===== config.mk =====
export PLATFORM = sky130hd
export DESIGN_NAME = weekly_alarm_match_table
export DESIGN_NICKNAME = d
export VERILOG_FILES = /design/src/rtl/core/wamt_pkg.sv /design/src/rtl/core/wamt_ram.sv /design/src/rtl/core/weekly_alarm_match_table.sv
export SDC_FILE = /design/constraint.sdc
export NUM_CORES = 2
export LEC_CHECK = 0
export ABC_AREA = 1
export CAP_MARGIN = 20
export CORE_ASPECT_RATIO = 1.75
export CORE_UTILIZATION = 60
export CTS_CLUSTER_SIZE = 12
export DETAILED_ROUTE_END_ITERATION = 6
export DONT_BUFFER_PORTS = 1
export PLACE_DENSITY = 0.73
export REMOVE_ABC_BUFFERS = 1
export SKIP_CTS_REPAIR_TIMING = 1
export SLEW_MARGIN = 20
export SYNTH_ARGS = -nofsm -noshare
export SYNTH_HDL_FRONTEND = slang
export SYNTH_SLANG_ARGS = --single-unit

===== constraint.sdc =====
create_clock -name clk -period 19 [get_ports clk]
set_input_delay 0.95 -clock clk [delete_from_list [all_inputs] [get_ports clk]]
set_output_delay 0.95 -clock clk [all_outputs]
set_load 0.005 [all_outputs]

===== src/rtl/core/wamt_pkg.sv =====
// Package with the types and constants of the weekly alarm match table.
package wamt_pkg;
  localparam int MaxEntries = 16;
  localparam int IdxW = $clog2(MaxEntries);
  localparam int CntW = $clog2(MaxEntries + 1);
  localparam int KeyW = 52;
  localparam int ActW = 40;
  localparam int MinuteW = 11;

  localparam logic [2:0] OpTick = 3'd0;
  localparam logic [2:0] OpAdd = 3'd1;
  localparam logic [2:0] OpUpdate = 3'd2;
  localparam logic [2:0] OpRemove = 3'd3;
  localparam logic [2:0] OpSetEn = 3'd4;

  localparam logic [1:0] KindReply = 2'd0;
  localparam logic [1:0] KindFired = 2'd1;
  localparam logic [1:0] KindDone = 2'd2;

  localparam logic [1:0] StOk = 2'd0;
  localparam logic [1:0] StFull = 2'd1;
  localparam logic [1:0] StNotFound = 2'd2;

  // Key word: enabled, id, hour, minute, days mask and a spare bit.
  typedef struct packed {
    logic        enabled;
    logic [31:0] id;
    logic [4:0]  hour;
    logic [5:0]  minute;
    logic [6:0]  days;
    logic        spare;
  } key_t;

  typedef struct packed {
    logic [15:0] button;
    logic [7:0]  repeats;
    logic [15:0] delay;
  } act_t;
endpackage


===== src/rtl/core/wamt_ram.sv =====
// Generic single-port-write, single-port-read RAM with a registered read.
module wamt_ram #(
  parameter int Width = 8,
  parameter int Depth = 16
) (
  input  logic                     clk,
  input  logic                     we,
  input  logic [$clog2(Depth)-1:0] waddr,
  input  logic [Width-1:0]         wdata,
  input  logic [$clog2(Depth)-1:0] raddr,
  output logic [Width-1:0]         rdata
);
  logic [Width-1:0] mem [Depth];

  always_ff @(posedge clk) begin
    if (we) begin
      mem[waddr] <= wdata;
    end
    rdata <= mem[raddr];
  end
endmodule


===== src/rtl/core/weekly_alarm_match_table.sv =====
// Top level of the weekly alarm match table.
// The block holds up to sixteen alarm entries in insertion order, in two RAMs
// (keys and actions) with a registered read.
// An input transaction carries a command or a tick. Commands (add, update,
// remove, set enabled) answer with exactly one reply transaction. A tick
// answers with one fired transaction per matching enabled entry, in table
// order, and then a done transaction; a tick in the last fired minute gives
// only the done. The final transaction has last set. Entry positions are read
// one at a time in two states (S_READ addresses, then S_CHECK compares), so a
// tick walks every stored entry and a lookup walks them up to its hit. Remove
// shifts the following entries down one at a time (S_SHIFT_RD, S_SHIFT_WR).
// One item is worked on at a time: in_stall is high from acceptance until
// its last result has been taken.
// Results are held in an output register; while out_stall is high the
// result stays unchanged and the scan waits.
// Reset empties the table (the entry count is cleared, so no entry is read),
// sets the next id to one and forgets the last fired minute. No clearing pass
// is needed.
module weekly_alarm_match_table
  import wamt_pkg::*;
(
  input  logic        clk,
  input  logic        rst,
  input  logic        in_valid,
  output logic        in_stall,
  input  logic [2:0]  opcode,
  input  logic [31:0] entry_id,
  input  logic [4:0]  hour,
  input  logic [5:0]  minute,
  input  logic [2:0]  weekday,
  input  logic [6:0]  days_mask,
  input  logic        enable,
  input  logic [15:0] button_id,
  input  logic [7:0]  repeat_count,
  input  logic [15:0] repeat_delay,
  output logic        out_valid,
  input  logic        out_stall,
  output logic [1:0]  kind,
  output logic [1:0]  status,
  output logic [31:0] result_id,
  output logic [15:0] fired_button,
  output logic [7:0]  fired_repeats,
  output logic [15:0] fired_delay,
  output logic        last
);
  typedef enum logic [2:0] {
    S_IDLE, S_READ, S_CHECK, S_SHIFT_RD, S_SHIFT_WR, S_OUT
  } state_t;

  state_t state;
  logic [2:0]  op;
  logic [31:0] cid;
  logic [4:0]  chour;
  logic [5:0]  cmin;
  logic [2:0]  cwd;
  logic [6:0]  cdays;
  logic        cen;
  act_t        cact;
  logic [CntW-1:0] count;
  logic [CntW-1:0] idx;
  logic [31:0] next_id;
  logic [MinuteW-1:0] last_min;
  logic        last_min_valid;
  logic [KeyW-1:0] key_rd;
  logic [ActW-1:0] act_rd;
  key_t        key_q;
  logic        k_we, a_we;
  logic [IdxW-1:0] k_waddr, a_waddr, raddr;
  logic [KeyW-1:0] k_wdata;
  logic [ActW-1:0] a_wdata;
  logic        done_after;
  logic [MinuteW-1:0] cur_min;

  assign key_q = key_t'(key_rd);
  assign in_stall = (state != S_IDLE);
  assign raddr = idx[IdxW-1:0];
  assign cur_min = MinuteW'(hour) * MinuteW'(60) + MinuteW'(minute);

  wamt_ram #(.Width(KeyW), .Depth(MaxEntries)) u_keys (
    .clk(clk), .we(k_we), .waddr(k_waddr), .wdata(k_wdata),
    .raddr(raddr), .rdata(key_rd)
  );
  wamt_ram #(.Width(ActW), .Depth(MaxEntries)) u_acts (
    .clk(clk), .we(a_we), .waddr(a_waddr), .wdata(a_wdata),
    .raddr(raddr), .rdata(act_rd)
  );

  // RAM write port: command writes at S_CHECK/idle, shifts at S_SHIFT_WR.
  always_comb begin
    k_we = 1'b0;
    a_we = 1'b0;
    k_waddr = idx[IdxW-1:0];
    a_waddr = idx[IdxW-1:0];
    k_wdata = key_rd;
    a_wdata = act_rd;
    if (state == S_IDLE && in_valid && opcode == OpAdd &&
        count < CntW'(MaxEntries)) begin
      k_we = 1'b1;
      a_we = 1'b1;
      k_waddr = count[IdxW-1:0];
      a_waddr = count[IdxW-1:0];
      k_wdata = KeyW'({enable, next_id, hour, minute, days_mask, 1'b0});
      a_wdata = {button_id, repeat_count, repeat_delay};
    end else if (state == S_CHECK && key_q.id == cid &&
                 (op == OpUpdate || op == OpSetEn)) begin
      k_we = 1'b1;
      if (op == OpUpdate) begin
        a_we = 1'b1;
        k_wdata = KeyW'({cen, cid, chour, cmin, cdays, 1'b0});
        a_wdata = cact;
      end else begin
        k_wdata = KeyW'({cen, key_q.id, key_q.hour, key_q.minute, key_q.days,
                         1'b0});
      end
    end else if (state == S_SHIFT_WR) begin
      k_we = 1'b1;
      a_we = 1'b1;
      k_waddr = IdxW'(idx - CntW'(1));
      a_waddr = IdxW'(idx - CntW'(1));
    end
  end

  always_ff @(posedge clk) begin
    if (rst) begin
      state <= S_IDLE;
      count <= '0;
      next_id <= 32'd1;
      last_min_valid <= 1'b0;
      last_min <= '0;
      out_valid <= 1'b0;
      idx <= '0;
      done_after <= 1'b0;
    end else begin
      case (state)
        S_IDLE: begin
          if (in_valid) begin
            op <= opcode;
            cid <= entry_id;
            chour <= hour;
            cmin <= minute;
            cwd <= weekday;
            cdays <= days_mask;
            cen <= enable;
            cact <= {button_id, repeat_count, repeat_delay};
            idx <= '0;
            kind <= KindReply;
            status <= StOk;
            result_id <= '0;
            fired_button <= '0;
            fired_repeats <= '0;
            fired_delay <= '0;
            last <= 1'b1;
            done_after <= 1'b0;
            case (opcode)
              OpTick: begin
                if (last_min_valid && cur_min == last_min) begin
                  kind <= KindDone;
                  out_valid <= 1'b1;
                  state <= S_OUT;
                end else begin
                  last_min <= cur_min;
                  last_min_valid <= 1'b1;
                  state <= S_READ;
                end
              end
              OpAdd: begin
                if (count < CntW'(MaxEntries)) begin
                  result_id <= next_id;
                  next_id <= next_id + 32'd1;
                  count <= count + CntW'(1);
                end else begin
                  status <= StFull;
                end
                out_valid <= 1'b1;
                state <= S_OUT;
              end
              OpUpdate, OpRemove, OpSetEn: state <= S_READ;
              default: begin
                out_valid <= 1'b1;
                state <= S_OUT;
              end
            endcase
          end
        end
        S_READ: begin
          if (idx >= count) begin
            // Scan finished with no hit, or tick finished.
            if (op == OpTick) begin
              kind <= KindDone;
            end else begin
              status <= StNotFound;
            end
            last <= 1'b1;
            out_valid <= 1'b1;
            state <= S_OUT;
          end else begin
            state <= S_CHECK;
          end
        end
        S_CHECK: begin
          if (op == OpTick) begin
            idx <= idx + CntW'(1);
            if (key_q.enabled && key_q.hour == chour && key_q.minute == cmin &&
                key_q.days[cwd] && cwd != 3'd7) begin
              kind <= KindFired;
              result_id <= key_q.id;
              {fired_button, fired_repeats, fired_delay} <= act_rd;
              last <= 1'b0;
              done_after <= 1'b1;
              out_valid <= 1'b1;
              state <= S_OUT;
            end else begin
              state <= S_READ;
            end
          end else if (key_q.id == cid) begin
            if (op == OpRemove) begin
              idx <= idx + CntW'(1);
              state <= S_SHIFT_RD;
            end else begin
              out_valid <= 1'b1;
              state <= S_OUT;
            end
          end else begin
            idx <= idx + CntW'(1);
            state <= S_READ;
          end
        end
        S_SHIFT_RD: begin
          if (idx >= count) begin
            count <= count - CntW'(1);
            out_valid <= 1'b1;
            state <= S_OUT;
          end else begin
            state <= S_SHIFT_WR;
          end
        end
        S_SHIFT_WR: begin
          idx <= idx + CntW'(1);
          state <= S_SHIFT_RD;
        end
        S_OUT: begin
          if (!out_stall) begin
            if (done_after) begin
              done_after <= 1'b0;
              out_valid <= 1'b0;
              kind <= KindReply;
              result_id <= '0;
              fired_button <= '0;
              fired_repeats <= '0;
              fired_delay <= '0;
              last <= 1'b1;
              state <= S_READ;
            end else begin
              out_valid <= 1'b0;
              state <= S_IDLE;
            end
          end
        end
        default: state <= S_IDLE;
      endcase
    end
  end
endmodule


==> run_results.csv <==
group,metric,value,unit
sta,timing.hold.ws,0.2161,ns
sta,fin_worst_skew,0.03292,ns
finish,final_cell_mix,"edfxtp_1, nor2_1, o21ai_0, nand2_1, o22ai_1",
clock_network,clock_sinks,1780,
synth,synth_flop_cell,"edfxtp_1",
run_status,violations,"DRC",
clock_network,clock_path_buffers,3,
sta,drv_slew,0,
detailed_routing,wl_met2,92.01,mm
detailed_routing,drtIter0Drc,5429,
floorplanning,start_util,60.67,%
sta,layout_min_cycle_time,5.183,ns
synth,synth_compound_area_share,11.58,%
floorplanning,die_w,260.7,um
critical_path,r2r_slack,13.82,ns
place,preCtsSetupSlack,13.88,ns
critical_path,slowest_delay,0.81,ns
finish,syn2layout_area_growth,9.396,%
power,internal-power,7728,uW
place,io_buffers,0,
sta,fmax,192.9,MHz
detailed_routing,wl_met1,64.96,mm
synth,synthSimpleGateAreaFrac,9.995,%
detailed_routing,met3_length,16.61,mm
flow_run,cap_violations,0,
critical_path,path_class,"flip-flop to flip-flop",
critical_path,crit_end,"u_acts.mem[14][31]$_DFFE_PP_",
detailed_routing,drc_errors,114,
critical_path,crit_buf_inv,1,
synth,synthAdderAreaFrac,0.7372,%
power,pwr-share-seq,46.3,%
place,gp_congestion,0.8630,
floorplanning,die_h,454.7,um
detailed_routing,drt-total-wl,183.4,mm
sta,fin_ws,13.82,ns
clock_network,cts_buffers,168,
power,swShare,33.45,%
detailed_routing,drt-wirelength-per-cell,25.56,um
global_routing,antenna_found_initial,16,
finish,drive_gt1_share,7.301,%
critical_path,cp_max_fo,66,
sta,slew_headroom,18.83,%
synth,synth_area,0.07027,mm^2
critical_path,cp_num_cells,11,
power,p_switching,3884,uW
synth,syn_inst,5577,
run_status,status,"finished with violations",
critical_path,crit_required,19.44,ns
critical_path,r2r-start,"cid[19]$_DFFE_PP_",
sta,tightest_slew,1.205,ns
global_routing,grt-ovfl-total,0,
detailed_routing,first_pass_iters,7,
floorplanning,coreArea,0.1158,mm^2
detailed_routing,num_vias,45789,
clock_network,cts_tree,"built",
synth,ys_ff_latch,1780,
power,p_comb_share,27.0,%
floorplanning,ios,180,
finish,layout.nets,5653,
place,dpl_cell_area,0.07179,mm^2
finish,seq_area,0.05196,mm^2
worst_hold_path,hold_path.startpoint,"rst",
power,power,11610,uW
sta,final_hold_viol_count,0,
power,p_leak,0.02555,uW
critical_path,crit_chain,"xor2_1, nor3_1, nand4_1, nor2_1, nand2_1, a21oi_4, nand2_4, buf_4, nand2_1, o21ai_1, o21ai_1",
critical_path,cp-startpoint,"cid[19]$_DFFE_PP_",
global_routing,grt_pass1_wl,269.0,mm
synth,synth_top_family_by_area,"compound AO/OA/AOI/OAI gates",
critical_path,cpMaxStageDelayCell,"o21ai_1",
power,power_density,151.1,mW/mm^2
worst_hold_path,hold_class,"input port to flip-flop",
synth,ys_seq_area_share,73.93,%
clock_network,root_buffer,"clkbuf_16",
global_routing,grt_max_degree,227,
power,vdd_ir_drop_max,0.0001388,V
critical_path,crit_family,"simple AND/OR/NAND/NOR gates",
sta,setup_viol,0,
sta,fin_crit_sh,27.28,%
synth,ys_types,53,
critical_path,worstPathArrival,5.62,ns
synth,synthArstFlopShare,0,%
detailed_routing,ant_nets,0,
clock_network,clk_pin_slew_worst_paths,0.06,ns
synth,synthMuxAreaShare,0,%
clock_network,h-tree-depth,4,
detailed_routing,avgViaCountPerCell,6.384,
synth,yosysWarningCount,0,
critical_path,reg2reg_to,"u_acts.mem[14][31]$_DFFE_PP_",
floorplanning,row_count,165,
global_routing,track_usage,30.88,%
critical_path,crit_path_start_kind,"flip-flop",
critical_path,r2r_cells,11,
floorplanning,die_area,0.1185,mm^2
global_routing,grt_pass1_vias,44603,
critical_path,end_kind,"flip-flop",
sta,rsz0062_at_grt,"no",
finish,multi_input_area,0.01620,mm^2
synth,avgSynthCellArea,12.60,um^2
synth,synth_edf_count,1630,
clock_network,insertion_delay,0.81,ns
sta,tns,0,ns
power,p_clk_share,26.7,%
synth,synth-xor-area-share,0.5182,%
finish,final_common_cell,"edfxtp_1",
finish,fin_area,0.07687,mm^2
detailed_routing,top_layer,"met5",
finish,fillers,8053,
place,hpwlAfterDp,96.32,mm
## routing by layer
| layer | up-vias | GRT usage (%) |
|---|---|---|
| li1 | 20238 | - |
| met1 | 22486 | 37.02 |
| met2 | 2503 | 52.70 |
| met3 | 552 | 5.851 |
| met4 | 10 | 16.45 |
| met5 | - | 0 |
## power groups by stage
stage | registers [uW] | clock network (uW) | logic (uW)
global route | 5410 | 3270 | 3450
global placement | 5440 | 0 | 2960
detailed placement | 5450 | 0 | 3080
floorplan | 5550 | 0 | 2040
CTS | 5370 | 3130 | 3100
finish | 5370 | 3100 | 3140
## area by class of cell
| cell class | count | share of cell area [%] |
|---|---|---|
| diodes | 13 | 0.04232 |
| flip-flops and latches | 1780 | 67.60 |
| clock inverters | 17 | 0.2865 |
| clock buffers | 294 | 6.179 |
| multi-input cells | 3212 | 21.08 |
| repair buffers | 115 | 1.172 |
| well taps | 1503 | 2.446 |
| inverters | 239 | 1.201 |
## stage by stage
stage                     util, %  cells
after global routing        66.35   7165
after floorplan                 -   5231
after global placement      61.99   6847
after detailed placement    61.99   6847
final                       66.37   7173
after CTS                   66.28   7158
## synth_stat cells (4+ instances only)
| library cell | n | area, um^2 |
|---|---|---|
| edfxtp_1 | 1630 | 48950 |
| nor2_1 | 872 | 3273 |
| o21ai_0 | 833 | 4169 |
| nand2_1 | 538 | 2019 |
| clkbuf_1 | 309 | 1160 |
| o22ai_1 | 265 | 1658 |
| inv_1 | 223 | 837.1 |
| nand3_1 | 180 | 900.9 |
| dfxtp_1 | 150 | 3003 |
| o221ai_1 | 112 | 980.9 |
| o21ai_1 | 82 | 410.4 |
| o211ai_1 | 74 | 555.5 |
| nor3_1 | 44 | 220.2 |
| a21oi_1 | 40 | 200.2 |
| xor2_1 | 31 | 271.5 |
| ha_1 | 27 | 337.8 |
| nand4_1 | 19 | 118.9 |
| buf_1 | 16 | 60.06 |
| inv_2 | 14 | 52.55 |
| buf_2 | 12 | 60.06 |
| nor2_2 | 10 | 62.56 |
| fa_1 | 9 | 180.2 |
| or2_2 | 9 | 56.30 |
| a31oi_1 | 8 | 50.05 |
| buf_6 | 8 | 90.09 |
| xnor2_1 | 8 | 70.07 |
| nor4_1 | 7 | 43.79 |
| o21a_1 | 5 | 37.54 |
| nand3_2 | 4 | 40.04 |
## sequential cells by signal (all words and copies together) (netlist names), 2 cells and up
register / flops
fired_repeats: 8
count: 5
cact: 40
result_id: 32
u_acts.mem: 640
cid: 32
cwd: 3
cdays: 7
cmin: 6
idx: 5
fired_button: 16
u_acts.rdata: 40
fired_delay: 16
u_keys.mem: 816
last_min: 11
kind: 2
status: 2
next_id: 32
chour: 5
u_keys.rdata: 51
op: 3
state: 3
## worst min path at each step
stage                                              to  slack (ns)  depth (start not counted)
after floorplan           last_min_valid$_SDFFE_PP0P_        0.43                          2
after global placement    last_min_valid$_SDFFE_PP0P_        0.44                          2
after detailed placement  last_min_valid$_SDFFE_PP0P_        0.45                          2
after CTS                       state[0]$_SDFFE_PP0P_        0.18                          1
after global routing            state[0]$_SDFFE_PP0P_        0.18                          1
final                           state[0]$_SDFFE_PP0P_        0.22                          1
## worst reg2reg max path: stages, from the launching register on
cell and delay [ns]:
edfxtp_1 0.38, xor2_1 0.17, nor3_1 0.28, nand4_1 0.35, nor2_1 0.60, nand2_1 0.22
a21oi_4 0.52, nand2_4 0.57, buf_4 0.57, nand2_1 0.25, o21ai_1 0.08, o21ai_1 0.81
## cell families (layout without fill, tap and decap cells)
group,after synthesis,in the layout
buf+inv,585,665
flops,1780,1780
simple gates,1709,1709
xor+xnor,40,40
compound gates,1427,1427
other cells,0,13
fa+ha+maj,36,36
Power figures use the tool's default switching activity.
